$ cat src/rtl/pnmp_pkg.sv
// pnmp_pkg: shared types, codes and character constants for the pitch name parser
// used by every module under rtl; depends on nothing
package pnmp_pkg;

    // default widths of the saturating counters
    localparam int OFFSET_WIDTH_DEF = 12;
    localparam int OCTAVE_WIDTH_DEF = 10;

    // queue depth between the parts
    localparam int QUEUE_DEPTH = 2;

    // result field widths
    localparam int MIDI_WIDTH   = 7;
    localparam int STATUS_WIDTH = 3;

    // result arithmetic constants
    localparam int MIDI_CENTER = 60;
    localparam int MIDI_TOP    = 127;

    // characters the grammar cares about
    localparam logic [7:0] CH_SHARP = 8'h23;
    localparam logic [7:0] CH_FLAT  = 8'h62;
    localparam logic [7:0] CH_PLUS  = 8'h2b;
    localparam logic [7:0] CH_MINUS = 8'h2d;
    localparam logic [7:0] CH_ZERO  = 8'h30;
    localparam logic [7:0] CH_NINE  = 8'h39;
    localparam logic [7:0] CH_LOW_A = 8'h61;
    localparam logic [7:0] CH_LOW_Z = 8'h7a;
    localparam logic [7:0] CASE_GAP = 8'h20;
    localparam logic [7:0] CH_UP_A  = 8'h41;
    localparam logic [7:0] CH_UP_B  = 8'h42;
    localparam logic [7:0] CH_UP_C  = 8'h43;
    localparam logic [7:0] CH_UP_D  = 8'h44;
    localparam logic [7:0] CH_UP_E  = 8'h45;
    localparam logic [7:0] CH_UP_F  = 8'h46;
    localparam logic [7:0] CH_UP_G  = 8'h47;

    // result status codes
    typedef enum logic [2:0] {
        ST_OK         = 3'd0,
        ST_BAD_LETTER = 3'd1,
        ST_MIXED      = 3'd2,
        ST_BAD_OCTAVE = 3'd3,
        ST_RANGE      = 3'd4,
        ST_EMPTY      = 3'd5
    } status_t;

    // parse phase, one-hot
    typedef enum logic [4:0] {
        PH_LETTER = 5'b00001,
        PH_ACC    = 5'b00010,
        PH_SIGN   = 5'b00100,
        PH_DIGITS = 5'b01000,
        PH_ERROR  = 5'b10000
    } phase_t;

    // classified character as it travels from front to back
    typedef struct packed {
        logic       last;
        logic       none;
        logic       is_letter;
        logic [3:0] pitch;
        logic       is_sharp;
        logic       is_flat;
        logic       is_plus;
        logic       is_minus;
        logic       is_digit;
        logic [3:0] digit;
    } char_class_t;

endpackage

$ cat src/rtl/pnmp_front.sv
// pnmp_front: classifies one incoming character into a char_class_t record
// depends on pnmp_pkg
module pnmp_front (
    input  logic [7:0]            ch,
    input  logic                  last,
    input  logic                  no_char,
    output pnmp_pkg::char_class_t cls,
    output logic                  keep
);

    logic [7:0] upper;
    logic [7:0] digit_diff;

    // fold lower case letters to upper case
    always_comb
    begin
        if (ch >= pnmp_pkg::CH_LOW_A && ch <= pnmp_pkg::CH_LOW_Z)
        begin
            upper = ch - pnmp_pkg::CASE_GAP;
        end
        else
        begin
            upper = ch;
        end
    end

    assign digit_diff = ch - pnmp_pkg::CH_ZERO;

    // character classes
    always_comb
    begin
        cls           = '0;
        cls.last      = last;
        cls.none      = no_char;
        cls.is_sharp  = (ch == pnmp_pkg::CH_SHARP);
        cls.is_flat   = (ch == pnmp_pkg::CH_FLAT);
        cls.is_plus   = (ch == pnmp_pkg::CH_PLUS);
        cls.is_minus  = (ch == pnmp_pkg::CH_MINUS);
        cls.is_digit  = (ch >= pnmp_pkg::CH_ZERO) && (ch <= pnmp_pkg::CH_NINE);
        cls.digit     = digit_diff[3:0];
        cls.is_letter = 1'b1;
        unique case (upper)
            pnmp_pkg::CH_UP_C: cls.pitch = 4'd0;
            pnmp_pkg::CH_UP_D: cls.pitch = 4'd2;
            pnmp_pkg::CH_UP_E: cls.pitch = 4'd4;
            pnmp_pkg::CH_UP_F: cls.pitch = 4'd5;
            pnmp_pkg::CH_UP_G: cls.pitch = 4'd7;
            pnmp_pkg::CH_UP_A: cls.pitch = 4'd9;
            pnmp_pkg::CH_UP_B: cls.pitch = 4'd11;
            default:
            begin
                cls.pitch     = 4'd0;
                cls.is_letter = 1'b0;
            end
        endcase
    end

    // an empty item that does not end the name changes nothing, so drop it here
    assign keep = !no_char || last;

endmodule

$ cat src/rtl/pnmp_queue.sv
// pnmp_queue: small register queue with push/full and pop/empty sides
// depends on pnmp_pkg for the default depth
module pnmp_queue #(
    parameter int WIDTH = 8,
    parameter int DEPTH = pnmp_pkg::QUEUE_DEPTH
) (
    input  logic             clk,
    input  logic             rst_n,
    input  logic             push,
    input  logic [WIDTH-1:0] wdata,
    output logic             full,
    input  logic             pop,
    output logic [WIDTH-1:0] rdata,
    output logic             empty
);

    localparam int PW = (DEPTH > 1) ? $clog2(DEPTH) : 1;
    localparam int CW = $clog2(DEPTH + 1);
    localparam logic [PW-1:0] LAST_PTR = PW'(DEPTH - 1);

    logic [WIDTH-1:0] mem [DEPTH];
    logic [PW-1:0]    wptr_reg, wptr_next;
    logic [PW-1:0]    rptr_reg, rptr_next;
    logic [CW-1:0]    count_reg, count_next;
    logic             do_push, do_pop;

    assign full    = (count_reg == CW'(DEPTH));
    assign empty   = (count_reg == '0);
    assign do_push = push && !full;
    assign do_pop  = pop && !empty;
    assign rdata   = mem[rptr_reg];

    // pointer and fill count
    always_comb
    begin
        wptr_next  = wptr_reg;
        rptr_next  = rptr_reg;
        count_next = count_reg;
        if (do_push)
        begin
            wptr_next = (wptr_reg == LAST_PTR) ? '0 : wptr_reg + 1'b1;
        end
        if (do_pop)
        begin
            rptr_next = (rptr_reg == LAST_PTR) ? '0 : rptr_reg + 1'b1;
        end
        if (do_push && !do_pop)
        begin
            count_next = count_reg + 1'b1;
        end
        else if (do_pop && !do_push)
        begin
            count_next = count_reg - 1'b1;
        end
    end

    always_ff @(posedge clk or negedge rst_n)
    begin
        if (!rst_n)
        begin
            wptr_reg  <= '0;
            rptr_reg  <= '0;
            count_reg <= '0;
        end
        else
        begin
            wptr_reg  <= wptr_next;
            rptr_reg  <= rptr_next;
            count_reg <= count_next;
        end
    end

    // storage
    always_ff @(posedge clk)
    begin
        if (do_push)
        begin
            mem[wptr_reg] <= wdata;
        end
    end

    // fill count never passes the depth
    a_count_bound: assert property (@(posedge clk) disable iff (!rst_n)
        count_reg <= CW'(DEPTH))
        else $error("queue count beyond depth");

endmodule

$ cat src/rtl/pnmp_parser.sv
// pnmp_parser: back part, walks the note grammar one classified character per cycle
// unless stalled; depends on pnmp_pkg; hands the final parse state to pnmp_finish
module pnmp_parser #(
    parameter int OFFSET_WIDTH = pnmp_pkg::OFFSET_WIDTH_DEF,
    parameter int OCTAVE_WIDTH = pnmp_pkg::OCTAVE_WIDTH_DEF
) (
    input  logic                     clk,
    input  logic                     rst_n,
    input  logic                     item_valid,
    input  pnmp_pkg::char_class_t    item,
    output logic                     item_pop,
    input  logic                     fin_ready,
    output logic                     rec_load,
    output pnmp_pkg::phase_t         rec_phase,
    output logic [3:0]               rec_pitch,
    output logic [OFFSET_WIDTH-1:0]  rec_offset,
    output logic                     rec_negative,
    output logic [OCTAVE_WIDTH-1:0]  rec_octave,
    output pnmp_pkg::status_t        rec_error
);

    localparam int VW = OCTAVE_WIDTH + 4;
    localparam logic [OFFSET_WIDTH-1:0] OFF_MAX = {1'b0, {(OFFSET_WIDTH - 1){1'b1}}};
    localparam logic [OFFSET_WIDTH-1:0] OFF_MIN = {1'b1, {(OFFSET_WIDTH - 1){1'b0}}};
    localparam logic [OCTAVE_WIDTH-1:0] OCT_MAX = '1;

    pnmp_pkg::phase_t        phase_reg, phase_next;
    logic [3:0]              pitch_reg, pitch_next;
    logic [OFFSET_WIDTH-1:0] offset_reg, offset_next;
    logic                    sharp_reg, sharp_next;
    logic                    flat_reg, flat_next;
    logic                    neg_reg, neg_next;
    logic [OCTAVE_WIDTH-1:0] oct_reg, oct_next;
    pnmp_pkg::status_t       err_reg, err_next;

    logic [VW-1:0]           oct_ext;
    logic [VW-1:0]           oct_times;
    logic [OCTAVE_WIDTH-1:0] oct_added;

    assign item_pop = item_valid && (!item.last || fin_ready);
    assign rec_load = item_pop && item.last;

    // decimal digit step with saturation
    always_comb
    begin
        oct_ext   = VW'(oct_reg);
        oct_times = (oct_ext << 3) + (oct_ext << 1) + VW'(item.digit);
        oct_added = (oct_times > VW'(OCT_MAX)) ? OCT_MAX : oct_times[OCTAVE_WIDTH-1:0];
    end

    // grammar step
    always_comb
    begin
        phase_next  = phase_reg;
        pitch_next  = pitch_reg;
        offset_next = offset_reg;
        sharp_next  = sharp_reg;
        flat_next   = flat_reg;
        neg_next    = neg_reg;
        oct_next    = oct_reg;
        err_next    = err_reg;
        if (!item.none)
        begin
            unique case (phase_reg)
                pnmp_pkg::PH_LETTER:
                begin
                    if (item.is_letter)
                    begin
                        pitch_next = item.pitch;
                        phase_next = pnmp_pkg::PH_ACC;
                    end
                    else
                    begin
                        err_next   = pnmp_pkg::ST_BAD_LETTER;
                        phase_next = pnmp_pkg::PH_ERROR;
                    end
                end
                pnmp_pkg::PH_ACC:
                begin
                    priority if (item.is_sharp || item.is_flat)
                    begin
                        if (item.is_sharp)
                        begin
                            sharp_next = 1'b1;
                            if (offset_reg != OFF_MAX)
                            begin
                                offset_next = offset_reg + 1'b1;
                            end
                        end
                        else
                        begin
                            flat_next = 1'b1;
                            if (offset_reg != OFF_MIN)
                            begin
                                offset_next = offset_reg - 1'b1;
                            end
                        end
                        if ((sharp_reg || item.is_sharp) && (flat_reg || item.is_flat))
                        begin
                            err_next   = pnmp_pkg::ST_MIXED;
                            phase_next = pnmp_pkg::PH_ERROR;
                        end
                    end
                    else if (item.is_plus || item.is_minus)
                    begin
                        neg_next   = item.is_minus;
                        phase_next = pnmp_pkg::PH_SIGN;
                    end
                    else if (item.is_digit)
                    begin
                        oct_next   = oct_added;
                        phase_next = pnmp_pkg::PH_DIGITS;
                    end
                    else
                    begin
                        err_next   = pnmp_pkg::ST_BAD_OCTAVE;
                        phase_next = pnmp_pkg::PH_ERROR;
                    end
                end
                pnmp_pkg::PH_SIGN, pnmp_pkg::PH_DIGITS:
                begin
                    if (item.is_digit)
                    begin
                        oct_next   = oct_added;
                        phase_next = pnmp_pkg::PH_DIGITS;
                    end
                    else
                    begin
                        err_next   = pnmp_pkg::ST_BAD_OCTAVE;
                        phase_next = pnmp_pkg::PH_ERROR;
                    end
                end
                default:
                begin
                    phase_next = phase_reg;
                end
            endcase
        end
    end

    // parse state at the end of the name
    assign rec_phase    = phase_next;
    assign rec_pitch    = pitch_next;
    assign rec_offset   = offset_next;
    assign rec_negative = neg_next;
    assign rec_octave   = oct_next;
    assign rec_error    = err_next;

    // state registers, cleared after each name
    always_ff @(posedge clk or negedge rst_n)
    begin
        if (!rst_n)
        begin
            phase_reg  <= pnmp_pkg::PH_LETTER;
            pitch_reg  <= '0;
            offset_reg <= '0;
            sharp_reg  <= 1'b0;
            flat_reg   <= 1'b0;
            neg_reg    <= 1'b0;
            oct_reg    <= '0;
            err_reg    <= pnmp_pkg::ST_OK;
        end
        else if (item_pop)
        begin
            if (item.last)
            begin
                phase_reg  <= pnmp_pkg::PH_LETTER;
                pitch_reg  <= '0;
                offset_reg <= '0;
                sharp_reg  <= 1'b0;
                flat_reg   <= 1'b0;
                neg_reg    <= 1'b0;
                oct_reg    <= '0;
                err_reg    <= pnmp_pkg::ST_OK;
            end
            else
            begin
                phase_reg  <= phase_next;
                pitch_reg  <= pitch_next;
                offset_reg <= offset_next;
                sharp_reg  <= sharp_next;
                flat_reg   <= flat_next;
                neg_reg    <= neg_next;
                oct_reg    <= oct_next;
                err_reg    <= err_next;
            end
        end
    end

    // a finished name leaves a clean parse state
    a_clear_after_last: assert property (@(posedge clk) disable iff (!rst_n)
        rec_load |=> (phase_reg == pnmp_pkg::PH_LETTER) && (err_reg == pnmp_pkg::ST_OK))
        else $error("parse state not cleared after last item");

    // both accidental kinds only ever coexist in the error phase
    a_mixed_is_error: assert property (@(posedge clk) disable iff (!rst_n)
        (sharp_reg && flat_reg) |-> (phase_reg == pnmp_pkg::PH_ERROR))
        else $error("mixed accidentals outside error phase");

    // waiting for a letter means nothing has been gathered yet
    a_letter_is_clean: assert property (@(posedge clk) disable iff (!rst_n)
        (phase_reg == pnmp_pkg::PH_LETTER)
        |-> (offset_reg == '0) && (oct_reg == '0) && !sharp_reg && !flat_reg && !neg_reg)
        else $error("stale state while expecting a letter");

endmodule

$ cat src/rtl/pnmp_finish.sv
// pnmp_finish: turns the final parse state into a midi note and status
// depends on pnmp_pkg; feeds the result queue
module pnmp_finish #(
    parameter int OFFSET_WIDTH = pnmp_pkg::OFFSET_WIDTH_DEF,
    parameter int OCTAVE_WIDTH = pnmp_pkg::OCTAVE_WIDTH_DEF
) (
    input  logic                              clk,
    input  logic                              rst_n,
    input  logic                              rec_load,
    input  pnmp_pkg::phase_t                  rec_phase,
    input  logic [3:0]                        rec_pitch,
    input  logic [OFFSET_WIDTH-1:0]           rec_offset,
    input  logic                              rec_negative,
    input  logic [OCTAVE_WIDTH-1:0]           rec_octave,
    input  pnmp_pkg::status_t                 rec_error,
    output logic                              fin_ready,
    output logic                              res_push,
    input  logic                              res_full,
    output logic [pnmp_pkg::MIDI_WIDTH-1:0]   res_note,
    output pnmp_pkg::status_t                 res_status
);

    localparam int MW = ((OCTAVE_WIDTH > OFFSET_WIDTH) ? OCTAVE_WIDTH : OFFSET_WIDTH) + 7;
    localparam logic [OFFSET_WIDTH-1:0] OFF_MAX = {1'b0, {(OFFSET_WIDTH - 1){1'b1}}};
    localparam logic [OFFSET_WIDTH-1:0] OFF_MIN = {1'b1, {(OFFSET_WIDTH - 1){1'b0}}};
    localparam logic [OCTAVE_WIDTH-1:0] OCT_MAX = '1;
    localparam logic signed [MW-1:0] CENTER = MW'(pnmp_pkg::MIDI_CENTER);
    localparam logic signed [MW-1:0] TOP    = MW'(pnmp_pkg::MIDI_TOP);

    logic                    valid_reg, valid_next;
    pnmp_pkg::phase_t        phase_reg;
    logic [3:0]              pitch_reg;
    logic [OFFSET_WIDTH-1:0] offset_reg;
    logic                    neg_reg;
    logic [OCTAVE_WIDTH-1:0] oct_reg;
    pnmp_pkg::status_t       err_reg;

    logic signed [MW-1:0] off_s;
    logic signed [MW-1:0] pitch_s;
    logic signed [MW-1:0] oct_s;
    logic signed [MW-1:0] oct_plus;
    logic signed [MW-1:0] midi;
    logic                 sat;

    assign res_push  = valid_reg && !res_full;
    assign fin_ready = !valid_reg || !res_full;

    // held record
    always_comb
    begin
        valid_next = valid_reg;
        if (rec_load)
        begin
            valid_next = 1'b1;
        end
        else if (res_push)
        begin
            valid_next = 1'b0;
        end
    end

    always_ff @(posedge clk or negedge rst_n)
    begin
        if (!rst_n)
        begin
            valid_reg <= 1'b0;
        end
        else
        begin
            valid_reg <= valid_next;
        end
    end

    always_ff @(posedge clk)
    begin
        if (rec_load)
        begin
            phase_reg  <= rec_phase;
            pitch_reg  <= rec_pitch;
            offset_reg <= rec_offset;
            neg_reg    <= rec_negative;
            oct_reg    <= rec_octave;
            err_reg    <= rec_error;
        end
    end

    // note arithmetic, times twelve as two shifts
    always_comb
    begin
        off_s    = MW'(signed'(offset_reg));
        pitch_s  = signed'(MW'(pitch_reg));
        oct_s    = signed'(MW'(oct_reg));
        if (neg_reg)
        begin
            oct_s = -oct_s;
        end
        oct_plus = oct_s + MW'(1);
        if (phase_reg == pnmp_pkg::PH_ACC)
        begin
            midi = CENTER + pitch_s + off_s;
        end
        else
        begin
            midi = (oct_plus <<< 3) + (oct_plus <<< 2) + pitch_s + off_s;
        end
    end

    // status
    always_comb
    begin
        sat        = (offset_reg == OFF_MAX) || (offset_reg == OFF_MIN);
        res_note   = '0;
        res_status = pnmp_pkg::ST_OK;
        unique case (phase_reg)
            pnmp_pkg::PH_ERROR:  res_status = err_reg;
            pnmp_pkg::PH_LETTER: res_status = pnmp_pkg::ST_EMPTY;
            pnmp_pkg::PH_SIGN:   res_status = pnmp_pkg::ST_BAD_OCTAVE;
            pnmp_pkg::PH_ACC, pnmp_pkg::PH_DIGITS:
            begin
                if ((phase_reg == pnmp_pkg::PH_DIGITS) && (oct_reg == OCT_MAX))
                begin
                    sat = 1'b1;
                end
                if (sat || midi < 0 || midi > TOP)
                begin
                    res_status = pnmp_pkg::ST_RANGE;
                end
                else
                begin
                    res_note = midi[pnmp_pkg::MIDI_WIDTH-1:0];
                end
            end
            default: res_status = err_reg;
        endcase
    end

endmodule

$ cat src/rtl/pitch_name_to_midi_parser.sv
// pitch_name_to_midi_parser: the last character passes the character queue, the parser step
// into the finish stage register and the result queue before empty goes low; one character
// accepted per cycle sustained while full is low, set by the grammar step in the parser
// asynchronous active-low reset empties both queues and returns the parse to expect letter
// top level; depends on pnmp_pkg, pnmp_front, pnmp_queue, pnmp_parser, pnmp_finish
module pitch_name_to_midi_parser #(
    parameter int OFFSET_WIDTH = pnmp_pkg::OFFSET_WIDTH_DEF,
    parameter int OCTAVE_WIDTH = pnmp_pkg::OCTAVE_WIDTH_DEF
) (
    input  logic                            clk,
    input  logic                            rst_n,
    input  logic                            push,
    output logic                            full,
    input  logic [7:0]                      ch,
    input  logic                            last,
    input  logic                            no_char,
    output logic                            empty,
    input  logic                            pop,
    output logic [pnmp_pkg::MIDI_WIDTH-1:0] midi_note,
    output logic [pnmp_pkg::STATUS_WIDTH-1:0] status
);

    localparam int CW = $bits(pnmp_pkg::char_class_t);
    localparam int RW = pnmp_pkg::MIDI_WIDTH + pnmp_pkg::STATUS_WIDTH;

    pnmp_pkg::char_class_t   front_cls;
    logic                    front_keep;
    logic [CW-1:0]           cls_q;
    logic                    cls_empty;
    logic                    item_pop;
    logic                    rec_load;
    pnmp_pkg::phase_t        rec_phase;
    logic [3:0]              rec_pitch;
    logic [OFFSET_WIDTH-1:0] rec_offset;
    logic                    rec_negative;
    logic [OCTAVE_WIDTH-1:0] rec_octave;
    pnmp_pkg::status_t       rec_error;
    logic                    fin_ready;
    logic                    res_push;
    logic                    res_full;
    logic [pnmp_pkg::MIDI_WIDTH-1:0] res_note;
    pnmp_pkg::status_t       res_status;
    logic [RW-1:0]           res_q;

    // front: classify characters
    pnmp_front u_front (
        .ch      (ch),
        .last    (last),
        .no_char (no_char),
        .cls     (front_cls),
        .keep    (front_keep)
    );

    // queue between front and back
    pnmp_queue #(
        .WIDTH (CW),
        .DEPTH (pnmp_pkg::QUEUE_DEPTH)
    ) u_cls_queue (
        .clk   (clk),
        .rst_n (rst_n),
        .push  (push && front_keep),
        .wdata (front_cls),
        .full  (full),
        .pop   (item_pop),
        .rdata (cls_q),
        .empty (cls_empty)
    );

    // back: grammar walk
    pnmp_parser #(
        .OFFSET_WIDTH (OFFSET_WIDTH),
        .OCTAVE_WIDTH (OCTAVE_WIDTH)
    ) u_parser (
        .clk          (clk),
        .rst_n        (rst_n),
        .item_valid   (!cls_empty),
        .item         (pnmp_pkg::char_class_t'(cls_q)),
        .item_pop     (item_pop),
        .fin_ready    (fin_ready),
        .rec_load     (rec_load),
        .rec_phase    (rec_phase),
        .rec_pitch    (rec_pitch),
        .rec_offset   (rec_offset),
        .rec_negative (rec_negative),
        .rec_octave   (rec_octave),
        .rec_error    (rec_error)
    );

    // back: note arithmetic and status
    pnmp_finish #(
        .OFFSET_WIDTH (OFFSET_WIDTH),
        .OCTAVE_WIDTH (OCTAVE_WIDTH)
    ) u_finish (
        .clk          (clk),
        .rst_n        (rst_n),
        .rec_load     (rec_load),
        .rec_phase    (rec_phase),
        .rec_pitch    (rec_pitch),
        .rec_offset   (rec_offset),
        .rec_negative (rec_negative),
        .rec_octave   (rec_octave),
        .rec_error    (rec_error),
        .fin_ready    (fin_ready),
        .res_push     (res_push),
        .res_full     (res_full),
        .res_note     (res_note),
        .res_status   (res_status)
    );

    // result queue toward the consumer
    pnmp_queue #(
        .WIDTH (RW),
        .DEPTH (pnmp_pkg::QUEUE_DEPTH)
    ) u_res_queue (
        .clk   (clk),
        .rst_n (rst_n),
        .push  (res_push),
        .wdata ({res_note, res_status}),
        .full  (res_full),
        .pop   (pop),
        .rdata (res_q),
        .empty (empty)
    );

    assign midi_note = res_q[RW-1:pnmp_pkg::STATUS_WIDTH];
    assign status    = res_q[pnmp_pkg::STATUS_WIDTH-1:0];

endmodule

$ cat config.mk
export PLATFORM = sky130hd
export DESIGN_NAME = pitch_name_to_midi_parser
export DESIGN_NICKNAME = d
export VERILOG_FILES = /design/src/rtl/pnmp_pkg.sv /design/src/rtl/pnmp_front.sv /design/src/rtl/pnmp_queue.sv /design/src/rtl/pnmp_parser.sv /design/src/rtl/pnmp_finish.sv /design/src/rtl/pitch_name_to_midi_parser.sv
export SDC_FILE = /design/constraint.sdc
export NUM_CORES = 1
export LEC_CHECK = 0
export ABC_AREA = 0
export BUFFER_PORTS_ARGS = -buffer_cell sky130_fd_sc_hd__buf_2
export CORE_MARGIN = 2
export CORE_UTILIZATION = 34
export DETAILED_ROUTE_END_ITERATION = 10
export SLEW_MARGIN = 20
export SYNTH_ARGS = -nofsm -noshare
export SYNTH_HDL_FRONTEND = slang
export SYNTH_SLANG_ARGS = --single-unit
$ cat constraint.sdc
create_clock -name clk -period 6.2 [get_ports clk]
set_input_delay 0.31 -clock clk [delete_from_list [all_inputs] [get_ports clk]]
set_output_delay 0.31 -clock clk [all_outputs]
set_load 0.1 [all_outputs]
## Word level (Yosys, flattened, before mapping)

Memory sizes are Yosys's and may differ from the RTL's.
Index checks and enable logic that the tools add are counted.

| operators by class | value |
|---|---|
| $add $sub $neg | 21 |
| $lt $le $gt $ge | 7 |
| equality and inequality tests | 28 |
| muxes and demuxes | 74 |
| reduce and logical (&&, ||, !) cells | 50 |

Operator list:

| cell | count |
|---|---|
| 12-bit two-way mux | 7 |
| 8-bit by 7-bit equality test with 1-bit output, second input constant | 8 |
| 10-bit two-way mux | 6 |
| 5-bit two-way mux | 7 |
| 1-bit two-way mux | 28 |
| 8-bit by 6-bit equality test with 1-bit output, second input constant | 3 |
| 3-bit two-way mux | 8 |
| 4-bit one-hot mux with 6 select lines | 1 |
| 10-bit one-hot mux with 2 select lines | 1 |
| 19-bit by 12-bit adder with 19-bit output | 1 |
| 19-bit adder | 1 |
| 19-bit by 5-bit adder with 19-bit output | 1 |
| 19-bit by 8-bit greater-than comparator with 1-bit output, second input constant | 1 |
| 19-bit by 1-bit less-than comparator with 1-bit output, second input constant | 1 |
| 19-bit two-way mux | 1 |
| 3-bit one-hot mux with 3 select lines | 2 |
| 17-bit by 2-bit adder with 17-bit output, second input constant | 1 |
| 17-bit two-way mux | 1 |
| 10-bit negation with 17-bit output | 1 |
| 1-bit logical AND | 16 |
| 4-bit two-way mux | 4 |
| 5-bit one-hot mux with 3 select lines | 1 |
| 13-bit by 11-bit adder with 14-bit output | 1 |
| 14-bit by 4-bit adder with 14-bit output | 1 |
| other kinds (35) | 77 |

| word-level totals | value |
|---|---|
| register bits after elaboration | 81 |
| bits in writable memories | 52 |
| bits of input ports | 14 |
| output and inout bits | 12 |
| word-level logic and storage cells | 203 |
| memories | 2 |

Memories:

| name | depth | width | read ports | clocked after memory_dff | write ports | RTL line | source |
|---|---|---|---|---|---|---|---|
| u_cls_queue.mem | 2 | 16 | 1 | 0 | 1 | pnmp_queue.sv:21 | `logic [WIDTH-1:0] mem [DEPTH];` |
| u_res_queue.mem | 2 | 10 | 1 | 0 | 1 | pnmp_queue.sv:21 |  |

## Logic depth before layout (Yosys ltp)

| depth | value |
|---|---|
| depth in word-level cells | 12 |
| gate-level depth with buffers | 25 |
| mapped depth without buffers | 24 |

## By module

From an unflattened synthesis, not the netlist that was laid out.

| unflattened totals | value |
|---|---|
| cells, all modules | 1,090 |
| area total of the unflattened synthesis | 10,928.0 µm² |

By module, submodules not included:

| module | instances | cells an instance | area each (µm²) | sequential area each (µm²) |
|---|---|---|---|---|
| pnmp_finish | 1 | 432 | 4,181.5 | 1,076.0 |
| pnmp_parser | 1 | 495 | 4,098.9 | 927.1 |
| pnmp_queue (u_cls_queue) | 1 | 69 | 1,402.6 | 1,061.0 |
| pnmp_queue (u_res_queue) | 1 | 50 | 927.1 | 700.7 |
| pnmp_front | 1 | 42 | 307.8 | 0.0 |
| pitch_name_to_midi_parser | 1 | 2 | 10.0 | 0.0 |

## Worst setup path after synthesis

No wires, ideal clock.

| path | value |
|---|---|
| path kind | flip-flop to flip-flop |
| start | register u_finish.oct_reg[0] |
| end | memory u_res_queue.mem[0][3] in the netlist's numbering (data pin) |
| library setup time | 0.138 ns |
| arrival time | 5.622 ns |
| data required time | 6.062 ns |
| slack | 0.440 ns |
| stages on the path, launching flop included | 26 |
| path buffers | 1 |
| cell sequence | edfxtp_1 buf_1 inv_1 ha_1 mux2_1 ha_1 nand2_1 or3_1 a32oi_1 nor4b_2 or2_1 nand2_1 xor2_1 ha_1 a21o_1 ha_1 ha_1 nand2_1 nand2_1 o21ai_0 o221ai_1 nor4_1 nand4_1 nand4b_1 o41ai_4 and3_1 |

| on the way | value |
|---|---|
| word-level cells in the longest chain between the ends | 12 |
| elaborated cells between the ends (all ways) | 17 |

RTL lines:

| element | RTL line | source |
|---|---|---|
| from (decl) | pnmp_finish.sv:35 | `logic [OCTAVE_WIDTH-1:0] oct_reg;` |
| from (signal assigned) | pnmp_finish.sv:82 | `oct_reg <= rec_octave;` |
| 10-bit negation with 17-bit output | pnmp_finish.sv:95 | `oct_s = -oct_s;` |
| 17-bit two-way mux | pnmp_finish.sv:93 | `if (neg_reg)` |
| 17-bit by 2-bit adder with 17-bit output | pnmp_finish.sv:97 | `oct_plus = oct_s + MW'(1);` |
| 19-bit adder | pnmp_finish.sv:104 | `midi = (oct_plus <<< 3) + (oct_plus <<< 2) + pitch_s + off_s;` |
| 19-bit by 5-bit adder with 19-bit output | pnmp_finish.sv:104 |  |
| 19-bit by 12-bit adder with 19-bit output | pnmp_finish.sv:104 |  |
| 19-bit two-way mux | pnmp_finish.sv:98 | `if (phase_reg == pnmp_pkg::PH_ACC)` |
| 19-bit by 1-bit less-than comparator with 1-bit output | pnmp_finish.sv:124 | `if (sat \|\| midi < 0 \|\| midi > TOP)` |
| 1-bit logical OR | pnmp_finish.sv:124 |  |
| 1-bit logical OR * | pnmp_finish.sv:124 |  |
| 7-bit two-way mux * | pnmp_finish.sv:124 |  |
| 7-bit two-way mux * | pnmp_finish.sv:114 | `unique case (phase_reg)` |
| net res_note (one bit) | pitch_name_to_midi_parser.sv:41 | `logic [pnmp_pkg::MIDI_WIDTH-1:0] res_note;` |
| to (decl) | pnmp_queue.sv:21 |  |

The timed path passes the listed nets; every way through them passes the cells marked *. The select of a mux whose other input is x is not followed.

## Final worst setup path

| path | value |
|---|---|
| start | register u_finish.oct_reg[1] |
| end | memory u_res_queue.mem[0][4] in the netlist's numbering (data pin) |

Same word-level chain as after synthesis.

==> results.txt <==
- Number of distinct library cell variants in the gate-level netlist after synthesis: 83
* Number of primary I/O pins: 26
* Max reg flops: 32
- Setup slack, reg-to-reg: 0.39 ns
- STA classifies the critical path endpoint as a flip-flop.
- Hold-fix buffers at CTS: 0
- Cell mode on critical path: ha_1
* Clock tree from TritonCTS: done
- Top FF cell, synth: edfxtp_1
- Among all cell types in the netlist, the one instantiated most often is edfxtp_1.
- In this run, synthesis inferred 87 flip-flops with an integrated enable.
- Min-Delay Path Class: primary input to asynchronous set/reset pin
- Buf+Inv Stages, Crit Path: 2
* Die outline area: 29100 um2
* Number of vias in the routed layout: 7170
- At the pin with the least slew margin, the transition time is 1.00 ns.
- During placement, the flow inserted port buffers numbering 25.
* Starting DRT DRC Count: 582
- Routability-driven placement finished with a final weighted congestion of 0.842.
* Final setup violation count: 0
* Maximum number of pins on one net before global-route repair: 47
- Worst path top cell family by delay: compound AO/OA/AOI/OAI gates
* Drt total wl: 21000 um
- Clock skew on the completed layout was measured at 0.00802 ns.
- On the worst path, the slowest cell contributes a delay of 0.51 ns.
* Final Hold Vio Count: 0
- Layout net count: 1072
- Yosys top cell area share: 27.7%
- The die is 171 um wide.
- Counting every sink on the clock net gives 133.
- The worst setup path is launched from a flip-flop.
* Standard-cell rows: 60
* Worst reg2reg endpoint: u_res_queue.mem[0][4]$_DFFE_PP_
- Share of synthesized registers carrying an async set or reset: 34.6%
- Headroom to the max-slew limit came out at 32.9%.
- Synth Area in Simple Gates: 15.9%
- Source of the worst register-to-register timing path: u_finish.oct_reg[1]$_DFFE_PP_
* Starting Density: 34.8%
* Clock latency on the worst-skew pair: 0.42 ns
- Area contributors post-synth: edfxtp_1 28%, dfrtp_1 12%, ha_1 9.6%, xnor2_1 3.7%, fa_1 3.4%
- Area inside the core boundary: 27100 um2
* Highest Clock Rate: 0.172 GHz
- The smallest clock period supported by the final layout is computed as 5.81 ns.
* Area delta synth->final: 12.3%
* Data required, critical path: 6.47 ns
- Syn Area/Cell: 9.92 um2
- Status: completed
- The largest registers in the layout are u_cls_queue.mem: 32 flops, u_res_queue.mem: 20 flops.
* Post-synthesis sequential area ratio: 39.9%
- The Yosys step of the flow raised 0 warnings.
- After Yosys synthesis, full adders, half adders and majority gates account for 13.1% of the synthesized area.
* Vertical extent of the die: 171 um
- Post-Synthesis Cell Area: 9430 um2
- Max Cap Viol: 0
* Total grt overflow: 0
* Fillers: 2658
- The portion of synthesized area spent on multiplexers is 3.74%.
- Clock H-tree levels: 4
- The slowest stage of the critical path belongs to the cell o41ai_4.
* Reg with most FFs: u_cls_queue.mem
* Cells after synthesis: 951
- Of all nets on the critical path, the largest fanout is 7.
- The number of antenna violations at the first check in global routing was 0.
* ANT cells: 0
- Cell count along the critical path: 22
* Parity-gate share of the synthesized area counting xor and xnor cells: 5.48%
- Root buffer cell: clkbuf_16
* Placed wire-length estimate after detailed placement: 15500 um
- First-pass GRT wire length: 34600 um
- Data arrival, critical path: 6.09 ns
- Once detail routing completed, the nets flagged for antenna violations numbered 0.
* Total nets after synthesis: 1053
* Post-detailed-route via-to-cell ratio: 5.29
- Leading area contributor after synthesis: edfxtp_1
- The number of global-route vias before repair is 6784.
- Compound-gate portion of the synthesized area: 18.1%
* First-pass iteration count of the detailed router: 5
* Synth Register Bits: 133
- Largest family of logic cells by synthesized area: compound AO/OA/AOI/OAI gates
- Sorting the synthesized cells by how often they occur yields 87 x edfxtp_1, 73 x nor2_1, 72 x ha_1.
- DRC Markers: 0
* Worst Setup Path Type: flip-flop to flip-flop
* Ratio of cells with drive above 1 in the final layout: 9.97%
- Layout Utilization: 39.1%
- Global-route total usage across every layer: 14.9%
* Wire length per cell: 15.5 um
- Number of cell instances on the worst register-to-register path: 22
- After clock tree synthesis, the clock-pin slew on the worst setup and hold paths is 0.06 ns.
* Post-Route Setup TNS: 0 ns
* Critical Path, Cell by Cell: inv_1 -> ha_2 -> mux2_1 -> ha_2 -> nand2_1 -> or3_1 -> a32oi_2 -> nor4b_4 -> buf_4 -> nor4_2 -> a311o_2 -> ha_1 -> ha_1 -> ha_1 -> o21a_1 -> o21ai_1 -> o221ai_1 -> nor4_1 -> nand4_1 -> nand4b_1 -> o41ai_4 -> and3_1
- Max clock buf depth: 2
- Final worst-path cycle share: 93.8%
* Max Slew Vio Count: 0
* Num CTS Buffers: 17
==> cell families after synthesis <==
logic type | Yosys count
and+or+nand+nor | 294
muxes | 33
AOI/OAI and AO/OA | 249
adders and majority gates | 89
DFF | 133
buffers and inverters | 94
xor gates and xnor gates | 59
==> how the worst max path moves through the flow <==
stage | slack, ns | start | end
6_report | 0.39 | u_finish.oct_reg[1]$_DFFE_PP_ | u_res_queue.mem[0][4]$_DFFE_PP_
5_1_grt | -0.03 | u_finish.oct_reg[1]$_DFFE_PP_ | u_res_queue.mem[1][4]$_DFFE_PP_
4_1_cts | 0.24 | u_finish.oct_reg[1]$_DFFE_PP_ | u_res_queue.mem[0][4]$_DFFE_PP_
3_5_place_dp | 0.28 | u_finish.oct_reg[1]$_DFFE_PP_ | u_res_queue.mem[1][4]$_DFFE_PP_
3_3_place_gp | 0.39 | u_finish.oct_reg[0]$_DFFE_PP_ | u_res_queue.mem[0][4]$_DFFE_PP_
2_1_floorplan | 0.44 | u_finish.oct_reg[0]$_DFFE_PP_ | u_res_queue.mem[0][3]$_DFFE_PP_
==> what timing repair did <==
item | in CTS | in global routing
gates resized for setup | 0 | 8
setup buffers | 0 | 1
setup endpoints to repair | 0 | 16
==> worst register-to-register path, delay by kind of cell (launching register included) <==
kind / cells / cell delay, ns
DFF: 1 / 0.35
muxes: 1 / 0.18
adders and majority gates: 5 / 1.52
buffers and inverters: 2 / 0.23
and+or+nand+nor: 8 / 1.67
AOI/OAI and AO/OA: 6 / 1.69
==> area by class of cell <==
cell class / count / area, um2 / share of cell area [%]
Timing Repair Buffer: 36 / 208 / 1.96
Sequential cell: 133 / 3760 / 35.6
Multi-Input combinational cell: 724 / 5360 / 50.6
Inverter: 58 / 218 / 2.06
Clock inverter: 11 / 126 / 1.19
Clock buffer: 21 / 450 / 4.25
Tap cell: 372 / 465 / 4.40
==> per-layer routing <==
| metal | vias up | GRT usage [%] | wire length, um |
|---|---|---|---|
| met3 | 17 | 2.41 | 740 |
| met5 | - | 0 | 0 |
| met4 | 0 | 3.60 | 206 |
| met2 | 139 | 24.5 | 9780 |
| li1 | 3575 | - | - |
| met1 | 3439 | 20.6 | 10300 |
==> cells in the final DEF (no fill, tap or decap), types with 23 or more instances in the layout <==
master,count
nand3_1,23
inv_1,55
dfrtp_1,45
buf_2,25
o21ai_0,31
ha_1,70
xnor2_1,40
edfxtp_1,87
a22o_1,26
a21oi_1,48
o21ai_1,26
nor2_1,72
nor3_1,28
nand2_1,69
==> metrics by stage <==
stage                     setup WS (ns)  hold WS (ns)  instances  area, um2
final                             0.387       0.00750       1355      10600
after global routing            -0.0335        0.0500       1355      10600
after CTS                         0.236        0.0429       1354      10500
after detailed placement          0.278         0.479       1322       9970
after global placement            0.390         0.475       1322       9970
after floorplan                   0.440        0.0144        951       9430
Power is not shown: default switching activity piles up to over one toggle a cycle in this logic, so the estimate is an artifact.
